[src/design/tsrec_pkg.sv]
// Package with the shared types and constants of the temperature filter.
`timescale 1ns / 1ps

package tsrec_pkg;

	localparam int RAW_W    = 12;
	localparam int CAL_W    = 10;
	localparam int SPIKE_W  = 12;
	localparam int ALPHA_W  = 9;
	localparam int ALPHA_FRAC = 8;
	localparam int TEMP_W   = 13;
	localparam int THR_W    = 13;
	localparam int CFG_IDX_W = 3;
	localparam int CFG_DATA_W = 13;

	typedef enum logic [CFG_IDX_W-1:0] {
		CFG_CAL_OFFSET = 3'd0,
		CFG_MAX_SPIKE  = 3'd1,
		CFG_EMA_ALPHA  = 3'd2,
		CFG_CRIT_LOW   = 3'd3,
		CFG_CRIT_HIGH  = 3'd4,
		CFG_WARN_LOW   = 3'd5,
		CFG_WARN_HIGH  = 3'd6
	} cfg_idx_t;

	typedef enum logic [2:0] {
		LVL_OPTIMAL   = 3'd0,
		LVL_WARN_LOW  = 3'd1,
		LVL_WARN_HIGH = 3'd2,
		LVL_CRIT_LOW  = 3'd3,
		LVL_CRIT_HIGH = 3'd4
	} level_t;

	typedef struct packed {
		logic signed [CAL_W-1:0] cal_offset;
		logic [SPIKE_W-1:0]      max_spike;
		logic [ALPHA_W-1:0]      ema_alpha;
	} flt_cfg_t;

	typedef struct packed {
		logic signed [THR_W-1:0] crit_low;
		logic signed [THR_W-1:0] crit_high;
		logic signed [THR_W-1:0] warn_low;
		logic signed [THR_W-1:0] warn_high;
	} cls_thr_t;

	typedef struct packed {
		logic filter_valid;
		logic spike;
		logic lost;
	} flt_flags_t;

endpackage

[src/design/tsrec_filter.sv]
// Spike check and moving-average update with the filter state registers.
`timescale 1ns / 1ps

module tsrec_filter
	import tsrec_pkg::*;
#(
	parameter int FRAC_BITS = 8
) (
	input  logic                         clk,
	input  logic                         arst_n,
	input  logic                         advance,
	input  logic signed [RAW_W-1:0]      raw_temp,
	input  logic                         sensor_lost,
	input  flt_cfg_t                     cfg,
	output logic signed [THR_W+FRAC_BITS-1:0] acc_next,
	output flt_flags_t                   flags_next
);

	localparam int ACC_W  = THR_W + FRAC_BITS;
	localparam int PROD_W = ACC_W + 1 + ALPHA_W + 1;
	localparam logic signed [PROD_W-1:0] ACC_MAX = PROD_W'(4095 * (1 << FRAC_BITS));
	localparam logic signed [PROD_W-1:0] ACC_MIN = -PROD_W'(4096 * (1 << FRAC_BITS));

	logic signed [ACC_W-1:0] filter_acc_q;
	logic                    filter_valid_q;
	logic signed [TEMP_W-1:0] last_raw_q;
	logic                    last_raw_valid_q;

	logic signed [TEMP_W-1:0] x;
	logic signed [TEMP_W:0]   diff;
	logic [TEMP_W:0]          abs_diff;
	logic                     spike;
	logic signed [ACC_W-1:0]  x_scaled;
	logic signed [ACC_W:0]    delta;
	logic signed [PROD_W-1:0] delta_ext;
	logic signed [PROD_W-1:0] alpha_ext;
	logic signed [PROD_W-1:0] prod;
	logic signed [PROD_W-1:0] sum;
	logic signed [ACC_W-1:0]  ema_acc;
	logic                     accept_raw;

	always_comb begin
		x = $signed({raw_temp[RAW_W-1], raw_temp})
			+ $signed({{(TEMP_W-CAL_W){cfg.cal_offset[CAL_W-1]}}, cfg.cal_offset});
		diff = $signed({x[TEMP_W-1], x}) - $signed({last_raw_q[TEMP_W-1], last_raw_q});
		abs_diff = diff[TEMP_W] ? $unsigned(-diff) : $unsigned(diff);
		spike = last_raw_valid_q && (abs_diff > {{(TEMP_W+1-SPIKE_W){1'b0}}, cfg.max_spike});
		accept_raw = !sensor_lost && !spike;

		x_scaled = {x, {FRAC_BITS{1'b0}}};
		delta = $signed({x_scaled[ACC_W-1], x_scaled})
			- $signed({filter_acc_q[ACC_W-1], filter_acc_q});
		delta_ext = {{(PROD_W-ACC_W-1){delta[ACC_W]}}, delta};
		alpha_ext = {{(PROD_W-ALPHA_W){1'b0}}, cfg.ema_alpha};
		prod = delta_ext * alpha_ext;
		// Arithmetic shift floors toward minus infinity.
		sum = (prod >>> ALPHA_FRAC)
			+ $signed({{(PROD_W-ACC_W){filter_acc_q[ACC_W-1]}}, filter_acc_q});
		if (sum > ACC_MAX) begin
			ema_acc = ACC_MAX[ACC_W-1:0];
		end else if (sum < ACC_MIN) begin
			ema_acc = ACC_MIN[ACC_W-1:0];
		end else begin
			ema_acc = sum[ACC_W-1:0];
		end

		acc_next = filter_acc_q;
		flags_next.filter_valid = filter_valid_q;
		flags_next.spike = !sensor_lost && spike;
		flags_next.lost = sensor_lost;
		if (sensor_lost) begin
			flags_next.filter_valid = 1'b0;
		end else if (accept_raw) begin
			acc_next = filter_valid_q ? ema_acc : x_scaled;
			flags_next.filter_valid = 1'b1;
		end
	end

	always_ff @(posedge clk or negedge arst_n) begin
		if (!arst_n) begin
			filter_acc_q     <= '0;
			filter_valid_q   <= 1'b0;
			last_raw_q       <= '0;
			last_raw_valid_q <= 1'b0;
		end else if (advance) begin
			filter_acc_q   <= acc_next;
			filter_valid_q <= flags_next.filter_valid;
			if (accept_raw) begin
				last_raw_q       <= x;
				last_raw_valid_q <= 1'b1;
			end
		end
	end

endmodule

[src/design/tsrec_classify.sv]
// Rounding of the filter value and threshold classification.
`timescale 1ns / 1ps

module tsrec_classify
	import tsrec_pkg::*;
#(
	parameter int FRAC_BITS = 8
) (
	input  logic signed [THR_W+FRAC_BITS-1:0] acc,
	input  logic                              filter_valid,
	input  cls_thr_t                          thr,
	output logic signed [TEMP_W-1:0]          temp_out,
	output level_t                            level
);

	localparam int ACC_W = THR_W + FRAC_BITS;
	localparam logic signed [ACC_W:0] HALF = (ACC_W+1)'(1) <<< (FRAC_BITS - 1);

	logic signed [ACC_W:0]   rounded;
	logic signed [ACC_W-1:0] crit_low_s;
	logic signed [ACC_W-1:0] crit_high_s;
	logic signed [ACC_W-1:0] warn_low_s;
	logic signed [ACC_W-1:0] warn_high_s;

	always_comb begin
		rounded = ($signed({acc[ACC_W-1], acc}) + HALF) >>> FRAC_BITS;
		crit_low_s  = {thr.crit_low,  {FRAC_BITS{1'b0}}};
		crit_high_s = {thr.crit_high, {FRAC_BITS{1'b0}}};
		warn_low_s  = {thr.warn_low,  {FRAC_BITS{1'b0}}};
		warn_high_s = {thr.warn_high, {FRAC_BITS{1'b0}}};

		temp_out = '0;
		level = LVL_OPTIMAL;
		if (filter_valid) begin
			temp_out = rounded[TEMP_W-1:0];
			if (acc <= crit_low_s) begin
				level = LVL_CRIT_LOW;
			end else if (acc >= crit_high_s) begin
				level = LVL_CRIT_HIGH;
			end else if (acc < warn_low_s) begin
				level = LVL_WARN_LOW;
			end else if (acc > warn_high_s) begin
				level = LVL_WARN_HIGH;
			end
		end
	end

endmodule

[src/design/temp_spike_reject_ema_classifier_unit.sv]
// Top level of the temperature filter with spike rejection and classification.
`timescale 1ns / 1ps
// A result passes through the input register, the stage 2 filter register and the output register.
// One item per cycle while the output is not stalled; each stage advances when it is empty or its content moves on.
// The filter state is updated by one multiply, an add and a clamp.
// Reset clears all stage valid bits and the filter state and loads the register defaults.

module temp_spike_reject_ema_classifier_unit
	import tsrec_pkg::*;
#(
	parameter int FRAC_BITS = 8
) (
	input  logic                     clk,
	input  logic                     arst_n,
	input  logic                     in_valid,
	output logic                     in_stall,
	input  logic signed [RAW_W-1:0]  raw_temp,
	input  logic                     sensor_lost,
	output logic                     out_valid,
	input  logic                     out_stall,
	output logic signed [TEMP_W-1:0] temp_out,
	output logic                     temp_valid,
	output logic [2:0]               level,
	output logic                     spike_rejected,
	output logic                     lost_flag,
	input  logic                     cfg_wr_en,
	input  logic [CFG_IDX_W-1:0]     cfg_index,
	input  logic [CFG_DATA_W-1:0]    cfg_data
);

	localparam int ACC_W = THR_W + FRAC_BITS;

	// Configuration registers. Writes must arrive only while the block is idle; the block
	// itself does not enforce this, and the datapath reads them directly.
	flt_cfg_t flt_cfg_q;
	cls_thr_t thr_q;

	always_ff @(posedge clk or negedge arst_n) begin
		if (!arst_n) begin
			flt_cfg_q.cal_offset <= '0;
			flt_cfg_q.max_spike  <= SPIKE_W'(32);
			flt_cfg_q.ema_alpha  <= ALPHA_W'(26);
			thr_q.crit_low       <= THR_W'(320);
			thr_q.crit_high      <= THR_W'(560);
			thr_q.warn_low       <= THR_W'(400);
			thr_q.warn_high      <= THR_W'(480);
		end else if (cfg_wr_en) begin
			unique case (cfg_idx_t'(cfg_index))
				CFG_CAL_OFFSET: flt_cfg_q.cal_offset <= cfg_data[CAL_W-1:0];
				CFG_MAX_SPIKE:  flt_cfg_q.max_spike  <= cfg_data[SPIKE_W-1:0];
				CFG_EMA_ALPHA:  flt_cfg_q.ema_alpha  <= cfg_data[ALPHA_W-1:0];
				CFG_CRIT_LOW:   thr_q.crit_low       <= cfg_data[THR_W-1:0];
				CFG_CRIT_HIGH:  thr_q.crit_high      <= cfg_data[THR_W-1:0];
				CFG_WARN_LOW:   thr_q.warn_low       <= cfg_data[THR_W-1:0];
				CFG_WARN_HIGH:  thr_q.warn_high      <= cfg_data[THR_W-1:0];
				default: ;
			endcase
		end
	end

	// Stage valid bits and the ready chain. A stage takes new data when it
	// is empty or when its content moves on in the same cycle, so the input
	// keeps flowing while a finished result waits for the downstream side.
	logic v_s1, v_s2, v_s3;
	logic rdy1, rdy2, rdy3;

	assign rdy3 = !v_s3 || !out_stall;
	assign rdy2 = !v_s2 || rdy3;
	assign rdy1 = !v_s1 || rdy2;
	assign in_stall = !rdy1;

	always_ff @(posedge clk or negedge arst_n) begin
		if (!arst_n) begin
			v_s1 <= 1'b0;
			v_s2 <= 1'b0;
			v_s3 <= 1'b0;
		end else begin
			if (rdy1) v_s1 <= in_valid;
			if (rdy2) v_s2 <= v_s1;
			if (rdy3) v_s3 <= v_s2;
		end
	end

	// Stage 1: input register.
	logic signed [RAW_W-1:0] raw_s1;
	logic                    lost_s1;

	always_ff @(posedge clk) begin
		if (rdy1 && in_valid) begin
			raw_s1  <= raw_temp;
			lost_s1 <= sensor_lost;
		end
	end

	// Filter step. The filter state commits exactly when the stage 1 item
	// moves into stage 2, so every item sees the state left by the one before.
	logic signed [ACC_W-1:0] acc_next;
	flt_flags_t              flags_next;

	tsrec_filter #(
		.FRAC_BITS(FRAC_BITS)
	) u_filter (
		.clk        (clk),
		.arst_n     (arst_n),
		.advance    (v_s1 && rdy2),
		.raw_temp   (raw_s1),
		.sensor_lost(lost_s1),
		.cfg        (flt_cfg_q),
		.acc_next   (acc_next),
		.flags_next (flags_next)
	);

	// Stage 2: filter value after this item and its flags.
	logic signed [ACC_W-1:0] acc_s2;
	flt_flags_t              flags_s2;

	always_ff @(posedge clk) begin
		if (rdy2 && v_s1) begin
			acc_s2   <= acc_next;
			flags_s2 <= flags_next;
		end
	end

	// Rounding to 1/16 degree and classification against the thresholds.
	logic signed [TEMP_W-1:0] temp_cls;
	level_t                   level_cls;

	tsrec_classify #(
		.FRAC_BITS(FRAC_BITS)
	) u_classify (
		.acc         (acc_s2),
		.filter_valid(flags_s2.filter_valid),
		.thr         (thr_q),
		.temp_out    (temp_cls),
		.level       (level_cls)
	);

	// Stage 3: output register that holds the result until its transfer.
	logic signed [TEMP_W-1:0] temp_s3;
	level_t                   level_s3;
	flt_flags_t               flags_s3;

	always_ff @(posedge clk) begin
		if (rdy3 && v_s2) begin
			temp_s3  <= temp_cls;
			level_s3 <= level_cls;
			flags_s3 <= flags_s2;
		end
	end

	assign out_valid      = v_s3;
	assign temp_out       = temp_s3;
	assign temp_valid     = flags_s3.filter_valid;
	assign level          = level_s3;
	assign spike_rejected = flags_s3.spike;
	assign lost_flag      = flags_s3.lost;

endmodule

[config.mk]
export PLATFORM = sky130hd
export DESIGN_NAME = temp_spike_reject_ema_classifier_unit
export DESIGN_NICKNAME = d
export VERILOG_FILES = /design/src/design/tsrec_pkg.sv /design/src/design/tsrec_filter.sv /design/src/design/tsrec_classify.sv /design/src/design/temp_spike_reject_ema_classifier_unit.sv
export SDC_FILE = /design/constraint.sdc
export NUM_CORES = 1
export LEC_CHECK = 0
export BUFFER_PORTS_ARGS = -buffer_cell sky130_fd_sc_hd__buf_2
export CORE_MARGIN = 3
export CORE_UTILIZATION = 30
export CTS_BUF_LIST = sky130_fd_sc_hd__clkbuf_8
export CTS_CLUSTER_DIAMETER = 60
export CTS_CLUSTER_SIZE = 24
export DETAILED_ROUTE_END_ITERATION = 16
export GPL_ROUTABILITY_DRIVEN = 0
export GPL_TIMING_DRIVEN = 1
export SYNTH_ARGS = -nofsm -noshare
export SYNTH_HDL_FRONTEND = slang
export SYNTH_HIERARCHICAL = 1
export SYNTH_SLANG_ARGS = --single-unit
export TNS_END_PERCENT = 30
[constraint.sdc]
create_clock -name clk -period 13.4 [get_ports clk]
set_input_delay 3.35 -clock clk [delete_from_list [all_inputs] [get_ports clk]]
set_output_delay 3.35 -clock clk [all_outputs]
set_load 0.005 [all_outputs]
==> flow_summary.ini <==
[synth]
synth_seq_area_share = 0.245
async_flop_share = 0.685
synth_top_family_by_area = adder cells
synth_compound_area_frac = 0.116
synth_area_sq_mm = 0.0194
synth_simple_gate_area_frac = 0.157
ys_warn_count = 6
synthDistinctLibCells = 85
synth_xor_area_frac = 0.0411
netlist_instances = 2010
syn_nets = 2407
syn_area_per_cell_sq_um = 9.64
synth_edf_count = 56
synth-seq-cells = 178
synthMuxAreaShare = 0.0692
synth_ff_type = dfrtp_1
synthAdderAreaFrac = 0.299

[clocking]
cts_buffers = 17
clk_pin_slew_ns = 0.10
post_cts_resized = 0
clock_sinks = 178
ctsHtreeMaxLevel = 4
hold_buffers = 0
ctsLongestPathBuffers = 2
cts_tree = built
clock_latency_ns = 0.48
cts_setup_buffers = 0
cts_root_buffer = clkbuf_8

[sta]
setup_viol = 0
worst_clock_skew_ns = 0.0230
finalSetupTns_ns = 0
worstMarginPinSlew_ns = 1.25
rsz0062_at_grt = false
max_slew_margin = 0.162
hold_viol_final = 0
fmax_mhz = 80.9
setup_slack_ns = 1.04
drv_slew = 0
finalCritPeriodShare = 0.922
min_period_ns = 12.36

[finish]
mostFrequentLayoutCells = inv_1 (304), ha_1 (197), fa_1 (166), nand2_1 (160), and2_1 (120)
fin_nets = 2445
n_antenna_cell = 0
area_delta_synth_final_pct = 8.40
final_common_cell = inv_1
stdcell_area_sq_mm = 0.0210
drive_gt1_frac = 0.120

[setup_path]
startpoint = raw_s1[0]
worst-path-max-fanout = 24
critPathArrivalTime_ns = 12.52
startpoint_type = flip-flop
regToRegStartpoint = raw_s1[0]
crit_type = reg2reg
critPathRequiredTime_ns = 13.56
cp_slowest_cell = o41ai_2
cpPeakStageDelay_ns = 0.83
setup.worst_path.end_class = flip-flop
crit_top_cell = o21ai_0

[global_route]
grt_pass1_vias = 14900
grt_usage = 0.143
grt_overflow_total = 0
grt_max_degree = 77
antenna_found_initial = 0
grt_pass1_wl_um = 78600

[run]
maxCapViolCount = 0

[hold_path]
hold_path_class = reg2reg
min_from = flags_s2[1]

[detailed_routing]
wirelength_um = 47700
wl_met3_um = 1750
drc = 0
routed-wl-met2_um = 23100
met1Wirelength_um = 22000
routedWlPerCell_um = 16.4
top_layer_used = met4
via_per_inst = 5.01
first_iter_violations = 700
vias = 14600
ant_nets = 0
firstDrtPassIters = 5

[placed_design]
postPlaceCellArea_sq_mm = 0.0206
hpwlAfterDp_um = 37600
pre_cts_ws_ns = 1.15
io_buffers = 54

[die]
initial_utilization = 0.305
fp-row-count = 92
die_area_sq_mm = 0.0677
coreArea_sq_mm = 0.0635
die_h_um = 260
io_pins = 55
die_w_um = 260

[status]
status = completed
worst max-delay path, delay by kind of cell (launching register included):
kind | cells | cell delay (ns)
buf+inv | 5 | 0.57
fa+ha+maj | 10 | 4.47
simple gates | 4 | 0.81
flops | 1 | 0.39
compound gates | 21 | 5.80
final cells by class:
class	instances	area (sq um)
clock buffer	17	234
fill	6532	42500
clock inverter	15	158
inverter	303	1140
tap	846	1060
multi-input combinational	1473	13200
sequential	178	4750
timing repair buffer	75	430
worst paths after layout:
check                                            end  slack [ns]  cells after the start
max                                       acc_s2[15]        1.04                     40
min                                   spike_rejected        0.44                      0
max reg2reg                               acc_s2[15]        1.04                     40
min reg2reg                           spike_rejected        0.44                      0
max in group asynchronous  u_filter/filter_acc_q[18]        9.10                      2
min in group asynchronous                  thr_q[44]        2.86                      1
layer usage:
| metal | vias to the layer above | track usage |
|---|---|---|
| met4 | 0 | 0.0324 |
| met5 | - | 0 |
| met1 | 7303 | 0.193 |
| li1 | 6891 | - |
| met3 | 62 | 0.0161 |
| met2 | 312 | 0.245 |
state kept, by name, indices dropped and copies added (netlist names), 3 cells and up:
name and flops:
acc_s2 21, flags_s2 3, flt_cfg_q 31, level 3, raw_s1 12, temp_out 13, thr_q 52, u_filter/filter_acc_q 21
u_filter/last_raw_q 13
through the flow:
step | std cells | hold slack (ns) | utilization
CTS | 2907 | 0.438 | 0.331
finish | 2907 | 0.438 | 0.331
global placement | 2875 | 0.407 | 0.325
detailed placement | 2875 | 0.411 | 0.325
global route | 2907 | 0.450 | 0.331
floorplan | 2010 | 0.400 | -
cells in the mapped netlist, types with 40 or more instances:
cell type,count,area (sq um)
edfxtp_1,56,1680
a21oi_1,61,305
xnor2_1,59,517
nor2_1,77,289
a21o_1,40,300
clkbuf_1,40,150
ha_1,197,2460
inv_1,303,1140
nand2_1,160,601
o21ai_0,54,270
fa_1,166,3320
and2_1,120,751
dfrtp_1,106,2650
nand3_1,45,225
mux2_2,96,1080
logic make-up after synthesis:
group,count (synthesis)
DFF,178
buffers and inverters,359
muxes,122
adders and majority gates,363
AOI/OAI and AO/OA,326
and+or+nand+nor,571
xor gates and xnor gates,91
Power is not shown: default switching activity piles up to over one toggle a cycle in this logic, so the estimate is an artifact.
